**src/kwsm_pkg.sv**
```systemverilog
// shared constants, types and the address helper for the k-way sorted merge unit
// no dependencies; used by every module of the block
package kwsm_pkg;

   localparam int NUM_LISTS   = 8;
   localparam int LIST_DEPTH  = 8;
   localparam int VALUE_W     = 32;
   localparam int LIST_ID_W   = 3;
   localparam int STORE_DEPTH = NUM_LISTS * LIST_DEPTH;
   localparam int LIST_W      = $clog2(NUM_LISTS);
   localparam int CNT_W       = $clog2(LIST_DEPTH + 1);
   localparam int TOT_W       = $clog2(STORE_DEPTH + 1);
   localparam int ADDR_W      = $clog2(STORE_DEPTH);

   typedef logic signed [VALUE_W-1:0] value_type;
   typedef logic [LIST_W-1:0]         list_type;
   typedef logic [CNT_W-1:0]          cnt_type;
   typedef logic [TOT_W-1:0]          tot_type;
   typedef logic [ADDR_W-1:0]         addr_type;

   // request action codes
   localparam logic ACTION_LOAD  = 1'b0;
   localparam logic ACTION_MERGE = 1'b1;

   // flat slot address of element idx of a list
   function automatic addr_type store_addr(list_type list, cnt_type idx);
      store_addr = addr_type'(list) * addr_type'(LIST_DEPTH) + addr_type'(idx);
   endfunction

endpackage

```
**src/kwsm_store.sv**
```systemverilog
// element memory: one write port, one read port with registered read data
// depends on kwsm_pkg
module kwsm_store (
   input  logic                clock,
   input  logic                wr_en,
   input  kwsm_pkg::addr_type  wr_addr,
   input  kwsm_pkg::value_type wr_data,
   input  logic                rd_en,
   input  kwsm_pkg::addr_type  rd_addr,
   output kwsm_pkg::value_type rd_data
);

   kwsm_pkg::value_type mem_ff [kwsm_pkg::STORE_DEPTH];
   kwsm_pkg::value_type rd_data_ff;

   always_ff @(posedge clock) begin
      if (wr_en) begin
         mem_ff[wr_addr] <= wr_data;
      end
      if (rd_en) begin
         rd_data_ff <= mem_ff[rd_addr];
      end
   end

   assign rd_data = rd_data_ff;

endmodule

```
**src/kwsm_cmp.sv**
```systemverilog
// shared signed compare unit: decides whether a candidate head beats the current best
// depends on kwsm_pkg
module kwsm_cmp (
   input  kwsm_pkg::value_type cand_value,
   input  kwsm_pkg::value_type best_value,
   input  logic                best_valid,
   output logic                take
);

   // strict less-than keeps the lower list number on ties
   assign take = !best_valid || (cand_value < best_value);

endmodule

```
**src/k_way_sorted_merge_unit.sv**
```systemverilog
// top level of the k-way sorted merge unit: sequencer, list counters and output register
// depends on kwsm_pkg, kwsm_store and kwsm_cmp
//
// A load request appends one signed value to the list named by req_list_id. Loads to
// a full list are dropped and set a sticky overflow flag, loads to a list number
// beyond the configured count are ignored. A merge request emits every held value in
// ascending order, lower list number first on ties, then clears all lists and the flag.
// Each merge result is found by scanning the head of every list through the single
// compare unit and the one read port of the element memory, then folding the last head
// read in ST_FINISH. The result waits in the output register while rsp_ready is low,
// and the next scan starts only once it is taken. A merge with nothing loaded gives one
// result flagged empty. The block accepts no request while a merge is running.
module k_way_sorted_merge_unit (
   input  logic                                 clock,
   input  logic                                 reset,
   input  logic                                 req_valid,
   output logic                                 req_ready,
   input  logic                                 req_action,
   input  logic [kwsm_pkg::LIST_ID_W-1:0]       req_list_id,
   input  logic signed [kwsm_pkg::VALUE_W-1:0]  req_value,
   output logic                                 rsp_valid,
   input  logic                                 rsp_ready,
   output logic signed [kwsm_pkg::VALUE_W-1:0]  rsp_value_res,
   output logic                                 rsp_last,
   output logic                                 rsp_empty_res,
   output logic                                 rsp_overflowed
);

   typedef enum logic [1:0] {
      ST_IDLE,
      ST_SCAN,
      ST_FINISH,
      ST_OUT
   } state_type;

   state_type state_ff, state_in;

   kwsm_pkg::cnt_type   fill_ff [kwsm_pkg::NUM_LISTS];
   kwsm_pkg::cnt_type   fill_in [kwsm_pkg::NUM_LISTS];
   kwsm_pkg::cnt_type   pos_ff  [kwsm_pkg::NUM_LISTS];
   kwsm_pkg::cnt_type   pos_in  [kwsm_pkg::NUM_LISTS];
   kwsm_pkg::tot_type   total_ff, total_in;
   kwsm_pkg::tot_type   sent_ff, sent_in;
   logic                drop_ff, drop_in;
   kwsm_pkg::list_type  scan_idx_ff, scan_idx_in;
   logic                pend_valid_ff, pend_valid_in;
   kwsm_pkg::list_type  pend_list_ff, pend_list_in;
   logic                best_valid_ff, best_valid_in;
   kwsm_pkg::list_type  best_list_ff, best_list_in;
   kwsm_pkg::value_type best_val_ff, best_val_in;
   kwsm_pkg::value_type rsp_value_ff, rsp_value_in;
   logic                rsp_last_ff, rsp_last_in;
   logic                rsp_empty_ff, rsp_empty_in;
   logic                rsp_ovf_ff, rsp_ovf_in;

   logic                wr_en;
   kwsm_pkg::addr_type  wr_addr;
   logic                rd_en;
   kwsm_pkg::addr_type  rd_addr;
   kwsm_pkg::value_type rd_data;
   logic                take;

   logic                req_fire;
   logic                rsp_fire;
   logic                lid_ok;
   kwsm_pkg::list_type  lid;

   kwsm_store u_store (
      .clock   (clock),
      .wr_en   (wr_en),
      .wr_addr (wr_addr),
      .wr_data (req_value),
      .rd_en   (rd_en),
      .rd_addr (rd_addr),
      .rd_data (rd_data)
   );

   kwsm_cmp u_cmp (
      .cand_value (rd_data),
      .best_value (best_val_ff),
      .best_valid (best_valid_ff),
      .take       (take)
   );

   assign req_ready = (state_ff == ST_IDLE);
   assign rsp_valid = (state_ff == ST_OUT);
   assign req_fire  = req_valid && req_ready;
   assign rsp_fire  = rsp_valid && rsp_ready;

   assign lid_ok = (int'(req_list_id) < kwsm_pkg::NUM_LISTS);
   assign lid    = kwsm_pkg::list_type'(req_list_id);

   assign wr_en   = req_fire && (req_action == kwsm_pkg::ACTION_LOAD) && lid_ok &&
                    (fill_ff[lid] < kwsm_pkg::cnt_type'(kwsm_pkg::LIST_DEPTH));
   assign wr_addr = kwsm_pkg::store_addr(lid, fill_ff[lid]);

   // head read for the list under scan
   assign rd_en   = (state_ff == ST_SCAN) && (pos_ff[scan_idx_ff] < fill_ff[scan_idx_ff]);
   assign rd_addr = kwsm_pkg::store_addr(scan_idx_ff, pos_ff[scan_idx_ff]);

   assign rsp_value_res  = rsp_value_ff;
   assign rsp_last       = rsp_last_ff;
   assign rsp_empty_res  = rsp_empty_ff;
   assign rsp_overflowed = rsp_ovf_ff;

   always_comb begin
      state_in      = state_ff;
      fill_in       = fill_ff;
      pos_in        = pos_ff;
      total_in      = total_ff;
      sent_in       = sent_ff;
      drop_in       = drop_ff;
      scan_idx_in   = scan_idx_ff;
      pend_valid_in = 1'b0;
      pend_list_in  = scan_idx_ff;
      best_valid_in = best_valid_ff;
      best_list_in  = best_list_ff;
      best_val_in   = best_val_ff;
      rsp_value_in  = rsp_value_ff;
      rsp_last_in   = rsp_last_ff;
      rsp_empty_in  = rsp_empty_ff;
      rsp_ovf_in    = rsp_ovf_ff;

      // fold in the head read in the previous cycle
      if (pend_valid_ff && take) begin
         best_valid_in = 1'b1;
         best_list_in  = pend_list_ff;
         best_val_in   = rd_data;
      end

      case (state_ff)
         ST_IDLE: begin
            if (req_fire) begin
               if (req_action == kwsm_pkg::ACTION_LOAD) begin
                  if (lid_ok) begin
                     if (wr_en) begin
                        fill_in[lid] = fill_ff[lid] + kwsm_pkg::cnt_type'(1);
                        total_in     = total_ff + kwsm_pkg::tot_type'(1);
                     end else begin
                        drop_in = 1'b1;
                     end
                  end
               end else if (total_ff == '0) begin
                  rsp_value_in = '0;
                  rsp_last_in  = 1'b1;
                  rsp_empty_in = 1'b1;
                  rsp_ovf_in   = drop_ff;
                  state_in     = ST_OUT;
               end else begin
                  sent_in       = '0;
                  scan_idx_in   = '0;
                  best_valid_in = 1'b0;
                  state_in      = ST_SCAN;
               end
            end
         end
         ST_SCAN: begin
            pend_valid_in = rd_en;
            pend_list_in  = scan_idx_ff;
            if (scan_idx_ff == kwsm_pkg::list_type'(kwsm_pkg::NUM_LISTS - 1)) begin
               state_in = ST_FINISH;
            end else begin
               scan_idx_in = scan_idx_ff + kwsm_pkg::list_type'(1);
            end
         end
         ST_FINISH: begin
            rsp_value_in = best_val_in;
            rsp_last_in  = ((sent_ff + kwsm_pkg::tot_type'(1)) == total_ff);
            rsp_empty_in = 1'b0;
            rsp_ovf_in   = drop_ff;
            state_in     = ST_OUT;
         end
         ST_OUT: begin
            if (rsp_fire) begin
               if (rsp_last_ff) begin
                  for (int i = 0; i < kwsm_pkg::NUM_LISTS; i++) begin
                     fill_in[i] = '0;
                     pos_in[i]  = '0;
                  end
                  total_in = '0;
                  drop_in  = 1'b0;
                  state_in = ST_IDLE;
               end else begin
                  pos_in[best_list_ff] = pos_ff[best_list_ff] + kwsm_pkg::cnt_type'(1);
                  sent_in       = sent_ff + kwsm_pkg::tot_type'(1);
                  scan_idx_in   = '0;
                  best_valid_in = 1'b0;
                  state_in      = ST_SCAN;
               end
            end
         end
         default: begin
            state_in = ST_IDLE;
         end
      endcase
   end

   always_ff @(posedge clock) begin
      if (reset) begin
         state_ff      <= ST_IDLE;
         total_ff      <= '0;
         sent_ff       <= '0;
         drop_ff       <= 1'b0;
         scan_idx_ff   <= '0;
         pend_valid_ff <= 1'b0;
         best_valid_ff <= 1'b0;
         for (int i = 0; i < kwsm_pkg::NUM_LISTS; i++) begin
            fill_ff[i] <= '0;
            pos_ff[i]  <= '0;
         end
      end else begin
         state_ff      <= state_in;
         total_ff      <= total_in;
         sent_ff       <= sent_in;
         drop_ff       <= drop_in;
         scan_idx_ff   <= scan_idx_in;
         pend_valid_ff <= pend_valid_in;
         best_valid_ff <= best_valid_in;
         fill_ff       <= fill_in;
         pos_ff        <= pos_in;
      end
      pend_list_ff <= pend_list_in;
      best_list_ff <= best_list_in;
      best_val_ff  <= best_val_in;
      rsp_value_ff <= rsp_value_in;
      rsp_last_ff  <= rsp_last_in;
      rsp_empty_ff <= rsp_empty_in;
      rsp_ovf_ff   <= rsp_ovf_in;
   end

endmodule
```
**config.mk**
```make
export PLATFORM = sky130hd
export DESIGN_NAME = k_way_sorted_merge_unit
export DESIGN_NICKNAME = d
export VERILOG_FILES = /design/src/kwsm_pkg.sv /design/src/kwsm_store.sv /design/src/kwsm_cmp.sv /design/src/k_way_sorted_merge_unit.sv
export SDC_FILE = /design/constraint.sdc
export NUM_CORES = 2
export LEC_CHECK = 0
export ABC_AREA = 0
export BUFFER_PORTS_ARGS = -buffer_cell sky130_fd_sc_hd__buf_4
export CELL_PAD_IN_SITES_DETAIL_PLACEMENT = 1
export CELL_PAD_IN_SITES_GLOBAL_PLACEMENT = 1
export CORE_MARGIN = 5
export CORE_UTILIZATION = 45
export CTS_BUF_LIST = sky130_fd_sc_hd__clkbuf_8
export DETAILED_ROUTE_END_ITERATION = 7
export PLACE_DENSITY_LB_ADDON = 0.12
export SLEW_MARGIN = 20
export SYNTH_ARGS = -nofsm -noshare
export SYNTH_HDL_FRONTEND = slang
export SYNTH_SLANG_ARGS = --single-unit
```
**constraint.sdc**
```tcl
create_clock -name clock -period 5.9 [get_ports clock]
set_clock_uncertainty 0.2 [all_clocks]
set_input_delay 0.885 -clock clock [delete_from_list [all_inputs] [get_ports clock]]
set_output_delay 0.885 -clock clock [all_outputs]
set_load 0.1 [all_outputs]
```
# Word level (Yosys, flattened, before mapping)
# Memory sizes are Yosys's and may differ from the RTL's. A register that Yosys moved wholly into a read port is not among the register bits.
# Index checks and enable logic that the tools add are counted.
# word_totals
reg_bits,159
ramBits,2048
input_bits,40
output_inout_bits,37
word_cells,171
mem_count,1
# memory_table
name,words,word_bits,rd,rd_ports_with_merged_regs,write_ports,line_no,source
u_store.mem_ff,64,32,1,1,1,kwsm_store.sv:13,kwsm_pkg::value_type mem_ff [kwsm_pkg::STORE_DEPTH];
# op_classes
n_addsub,7
magnitude_cmp,8
eq_ne,17
n_mux,80
n_bitwise,5
reduce_logical,23
# op_table
op,count
32-bit 2-to-1 mux,10
32-bit case mux with 2 select lines,2
7-bit 2-to-1 mux,10
32-bit bitwise mux,2
4-bit binary-select mux with 3-bit select,4
4-bit 2-to-1 mux,10
32-bit < comparator,1
7-bit case mux with 2 select lines,2
4-bit demux with 3-bit select,2
1-bit 2-to-1 mux,20
3-bit 2-to-1 mux,6
6-bit AND reduction,3
7-bit by 1-bit adder with 7-bit output (second input constant),2
2-bit by 1-bit != test with 1-bit output (second input constant),7
6-bit by 4-bit adder with 6-bit output,2
4-bit >= comparator (second input constant),3
3-bit NOT with 4-bit output,3
2-bit 2-to-1 mux,5
2-bit != test (second input constant),5
1-bit case mux with 2 select lines,5
3-bit case mux with 3 select lines,1
4-bit by 1-bit adder with 4-bit output (second input constant),2
1-bit logical AND,8
4-bit by 1-bit < comparator with 1-bit output (second input constant),2
other kinds (19),23

# Longest topological paths before layout
# logic_depth
depth_word,10
mapped_depth,14
mapped_depth_nobuf,10

# Modules after synthesis
# From an unflattened synthesis, not the netlist that was laid out.
# unflattened
cells_unflattened,4176
area_unflattened_um2,86912.1
# modules_own_cells
mod,instances,cells_each,area_each_um2,seq_area_each_um2
kwsm_store,1,3362,78711.7,62459.9
k_way_sorted_merge_unit,1,703,7390.8,3563.4
kwsm_cmp,1,111,809.5,0.0

# Least setup slack after synthesis
# OpenSTA, ideal clock, no wires.
# synth_timing
path_type,input -> register
from,input req_list_id[2] in the netlist's numbering
to,"memory u_store.mem_ff[24][0] in the netlist's numbering, enable pin"
setup_ns,0.421
arrival_ns,4.136
required_ns,5.279
path_slack_ns,1.143
path_stages,10
path_buffers,2
path_cell_list,clkbuf_1 -> buf_2 -> mux4_2 -> mux2i_1 -> inv_1 -> ha_1 -> ha_1 -> xnor2_1 -> nand3_1 -> nor2_1
# synth_via
elab_chain_cells,8
word_cells_on_any_way,9
cone_classes,1 x add/sub; 1 x order compare; 5 x mux; 1 x bitwise; 1 x reduce/logical
# synth_lines
item,line_no,source
"start, declared",k_way_sorted_merge_unit.sv:19,"input logic [kwsm_pkg::LIST_ID_W-1:0] req_list_id,"
3-bit NOT with 4-bit output (not written as such),"k_way_sorted_merge_unit.sv:94, k_way_sorted_merge_unit.sv:95",
4-bit binary-select mux with 3-bit select,"k_way_sorted_merge_unit.sv:94, k_way_sorted_merge_unit.sv:95",
4-bit 2-to-1 mux (not written as such) (2 in series),"k_way_sorted_merge_unit.sv:94, k_way_sorted_merge_unit.sv:95",
4-bit < comparator,k_way_sorted_merge_unit.sv:94,(fill_ff[lid] < kwsm_pkg::cnt_type'(kwsm_pkg::LIST_DEPTH));
1-bit logical AND,k_way_sorted_merge_unit.sv:93,assign wr_en = req_fire && (req_action == kwsm_pkg::ACTION_LOAD) && lid_ok &&
1-bit 2-to-1 mux,kwsm_store.sv:17,if (wr_en) begin
1-bit 2-to-1 mux (not written as such),kwsm_store.sv:18,mem_ff[wr_addr] <= wr_data;
"end, declared",kwsm_store.sv:13,
# Parallel ways exist; a longest one is shown, timed or not. The select of a mux whose other input is x is not followed.

# Final worst setup path
# layout_timing
from,register scan_idx_ff[1] (netlist: pend_list_in[1])
to,register u_store.rd_data_ff[15] (netlist: u_store.rd_data[15]) (read register of u_store.mem_ff) (data pin)
# layout_via
elab_chain_cells,6
word_cells_on_any_way,10
cone_classes,1 x add/sub; 1 x order compare; 6 x mux; 1 x bitwise; 1 x reduce/logical
# layout_lines
item,line_no,source
"start, declared",k_way_sorted_merge_unit.sv:45,"kwsm_pkg::list_type scan_idx_ff, scan_idx_in;"
"start signal, assigned",k_way_sorted_merge_unit.sv:216,scan_idx_ff <= scan_idx_in;
branches (longest 6 deep; another with 6-bit by 4-bit adder with 6-bit output),--,
"end, declared",kwsm_store.sv:14,kwsm_pkg::value_type rd_data_ff;
# Parallel ways; which one is timed is not known. The select of a mux whose other input is x is not followed.
# A chain may end at the register's enable or synchronous reset.

==> results.yml <==
die:
  row_count: 164
  dieArea_um2: 208000
  die_w_um: 457
  initial_core_util: 0.451
  io_pins: 77
  fp.dieH_um: 457
  core_um2: 199000
worst_hold_path:
  hp-class: "in2reg"
synth:
  synth_flop_cell: "edfxtp_1"
  synth_area_leaders: "edfxtp_1 71%, nand2_1 7.9%, nand3_1 4.0%"
  synth_nets: 6849
  syn_inst: 6760
  yosysWarnings: 0
  ys_types: 62
  syn_area_um2: 89800
  syn_area_per_cell_um2: 13.3
  yosysTopAreaCellShare: 0.709
  synth-async-reset-ratio: 0
  yosysTopAreaCell: "edfxtp_1"
  synth_edf_count: 2118
  ys_seq_elements: 2239
  ys_seq_area_frac: 0.736
timing:
  relSlewSlack: 0.248
  period_share: 0.888
  fmax_mhz: 191
  rsz0062_at_grt: "no"
  finalWorstSetupSlack_ns: 0.659
  tns_ns: 0
  fin_crit_ns: 5.24
  hold_violations: 0
  tightest_slew_ns: 1.10
  finalSetupViolations: 0
  whs_ns: 0.119
  slew_viol_final: 0
detailed_routing:
  routedWlPerCell_um: 28.3
  vias_per_cell: 5.87
  drt-pass1-iter-count: 5
  antenna_left: 0
  via_count: 58700
  drc: 0
  drt_wl_total_mm: 282
  drt_iter0_drc: 5612
layout:
  fin_area_um2: 101000
  final_cell_count_no_fill: 9990
  fin_nets: 7118
  synthToLayoutAreaGrowth_pct: 13.0
  drive_gt1_frac: 0.124
  fin_util: 0.510
  fillCellCount: 19900
critical_path:
  crit_required_ns: 6.50
  critPathKind: "reg2reg"
  max_stage_delay_ns: 0.83
  cp-start-kind: "flop"
  cp_top_family: "compound AO/OA/AOI/OAI gates"
  end_kind: "flop"
  arrival_ns: 5.84
  cp_max_fo: 150
  slowest_stage: "dfxtp_1"
  critPathBufInv: 2
  crit_chain: "mux4_2 > mux2_8 > buf_12 > buf_4 > nand2_1 > and3_1 > a31oi_1 > a221oi_1 > o22ai_1 > a221o_1"
placement:
  placed_area_um2: 94700
  port_buffers: 76
  place_inst: 9291
  hpwl_mm: 160
  place_ws_ns: 0.947
  gp_congestion: 0.814
global_routing:
  grt_max_degree: 151
  grtUsageTotal: 0.264
  grt_overflow_total: 0
  antenna_found_initial: 13
  grt_pass1_wl_mm: 410
  grt_pass1_vias: 60100
power:
  power.total_mw: 33.2
  p_leak_nw: 35.4
  power.density_nw_per_um2: 327
  ir_worst_vdd_uv: 240
cts:
  clk_pin_slew_ns: 0.06
  cts_tree: "done"
  htreeDepth: 5
  cts_setup_buffers: 0
  clock-root-buffer: "clkbuf_8"
  clkLatencyLatePin_ns: 1.07
  clockBufferDepth: 4
  cts_resized: 0
  cts_sinks: 2239
  cts_made_buffers: 391
  postCtsHoldBufs: 1
job:
  cap_viol_max_count: 0
status:
  status: "finished clean"
path summary, 6_finish.rpt:
path | start | endpoint | slack [ns] | cells after the start
setup / recovery | pend_list_in[1] | u_store.rd_data[15] | 0.66 | 10
hold / removal | req_value[21] | u_store.mem_ff[11][21] | 0.12 | 1
setup reg to reg | pend_list_in[1] | u_store.rd_data[15] | 0.66 | 10
hold reg to reg | pend_list_ff[2] | best_list_ff[2] | 0.21 | 0
kinds of logic after synthesis:
logic type	after synthesis	synth area share
xor gates and xnor gates	22	0.00215
buffers and inverters	486	0.0223
AOI/OAI and AO/OA	626	0.0525
muxes	291	0.0355
adders and majority gates	49	0.00683
and+or+nand+nor	3047	0.145
DFF	2239	0.736
cell type report:
type                    instances  area, um2  area share
well taps                    2656       3320      0.0328
diodes                         10       25.0    0.000247
flip-flops and latches       2239      66000       0.651
repair buffers                317       2850      0.0280
clock buffers                 396       5450      0.0537
multi-input cells            4035      22300       0.220
inverters                      45        176     0.00174
clock inverters               292       1320      0.0130
routing by layer:
layer | up-vias | global-route usage | wire length (um)
li1 | 25600 | - | -
met1 | 30600 | 0.370 | 121000
met2 | 2004 | 0.429 | 135000
met3 | 452 | 0.0378 | 17400
met4 | 0 | 0.0876 | 8860
met5 | - | 0 | 0
power breakdown:
group,switching [mW],internal (mW),leakage (nW)
clock,6.30,6.43,3.94
sequential,0.0946,17.6,20.0
combinational,2.19,0.549,11.5
total,8.59,24.6,35.4
placed cells by master (no fill, tap or decap), types with 27 or more instances in the layout:
cell type	Yosys	layout
inv_1	44	167
o22ai_1	39	39
edfxtp_1	2118	2118
a32o_1	64	64
a221oi_1	68	68
a31oi_1	194	194
a221o_1	32	32
clkinv_1	1	114
mux2_2	37	36
nor2_4	0	66
clkbuf_8	0	396
clkinv_2	0	43
a32oi_1	64	64
ha_1	49	48
o21ai_0	27	27
and3_1	200	200
nand3_1	719	719
buf_12	0	37
nor2_1	172	106
a22oi_1	71	71
mux2i_1	236	234
buf_4	3	279
nand2_1	1889	1888
dfxtp_1	121	121
Yosys cell counts, types with 68 or more instances:
| cell | number |
|---|---|
| a221oi_1 | 68 |
| a22oi_1 | 71 |
| a31oi_1 | 194 |
| and3_1 | 200 |
| clkbuf_1 | 320 |
| dfxtp_1 | 121 |
| edfxtp_1 | 2118 |
| mux2i_1 | 236 |
| nand2_1 | 1889 |
| nand3_1 | 719 |
| nor2_1 | 172 |
sequential cells by signal, indices dropped and copies added (netlist names), 2 cells and up:
signal	count
best_list_ff	3
u_store.mem_ff	2048
sent_ff	7
state_ff	2
pend_list_in	3
pend_list_ff	3
best_val_ff	32
u_store.rd_data	32
rsp_value_res	32
total_ff	7
pos_ff	32
fill_ff	32
(Power assumes the default switching activity.)
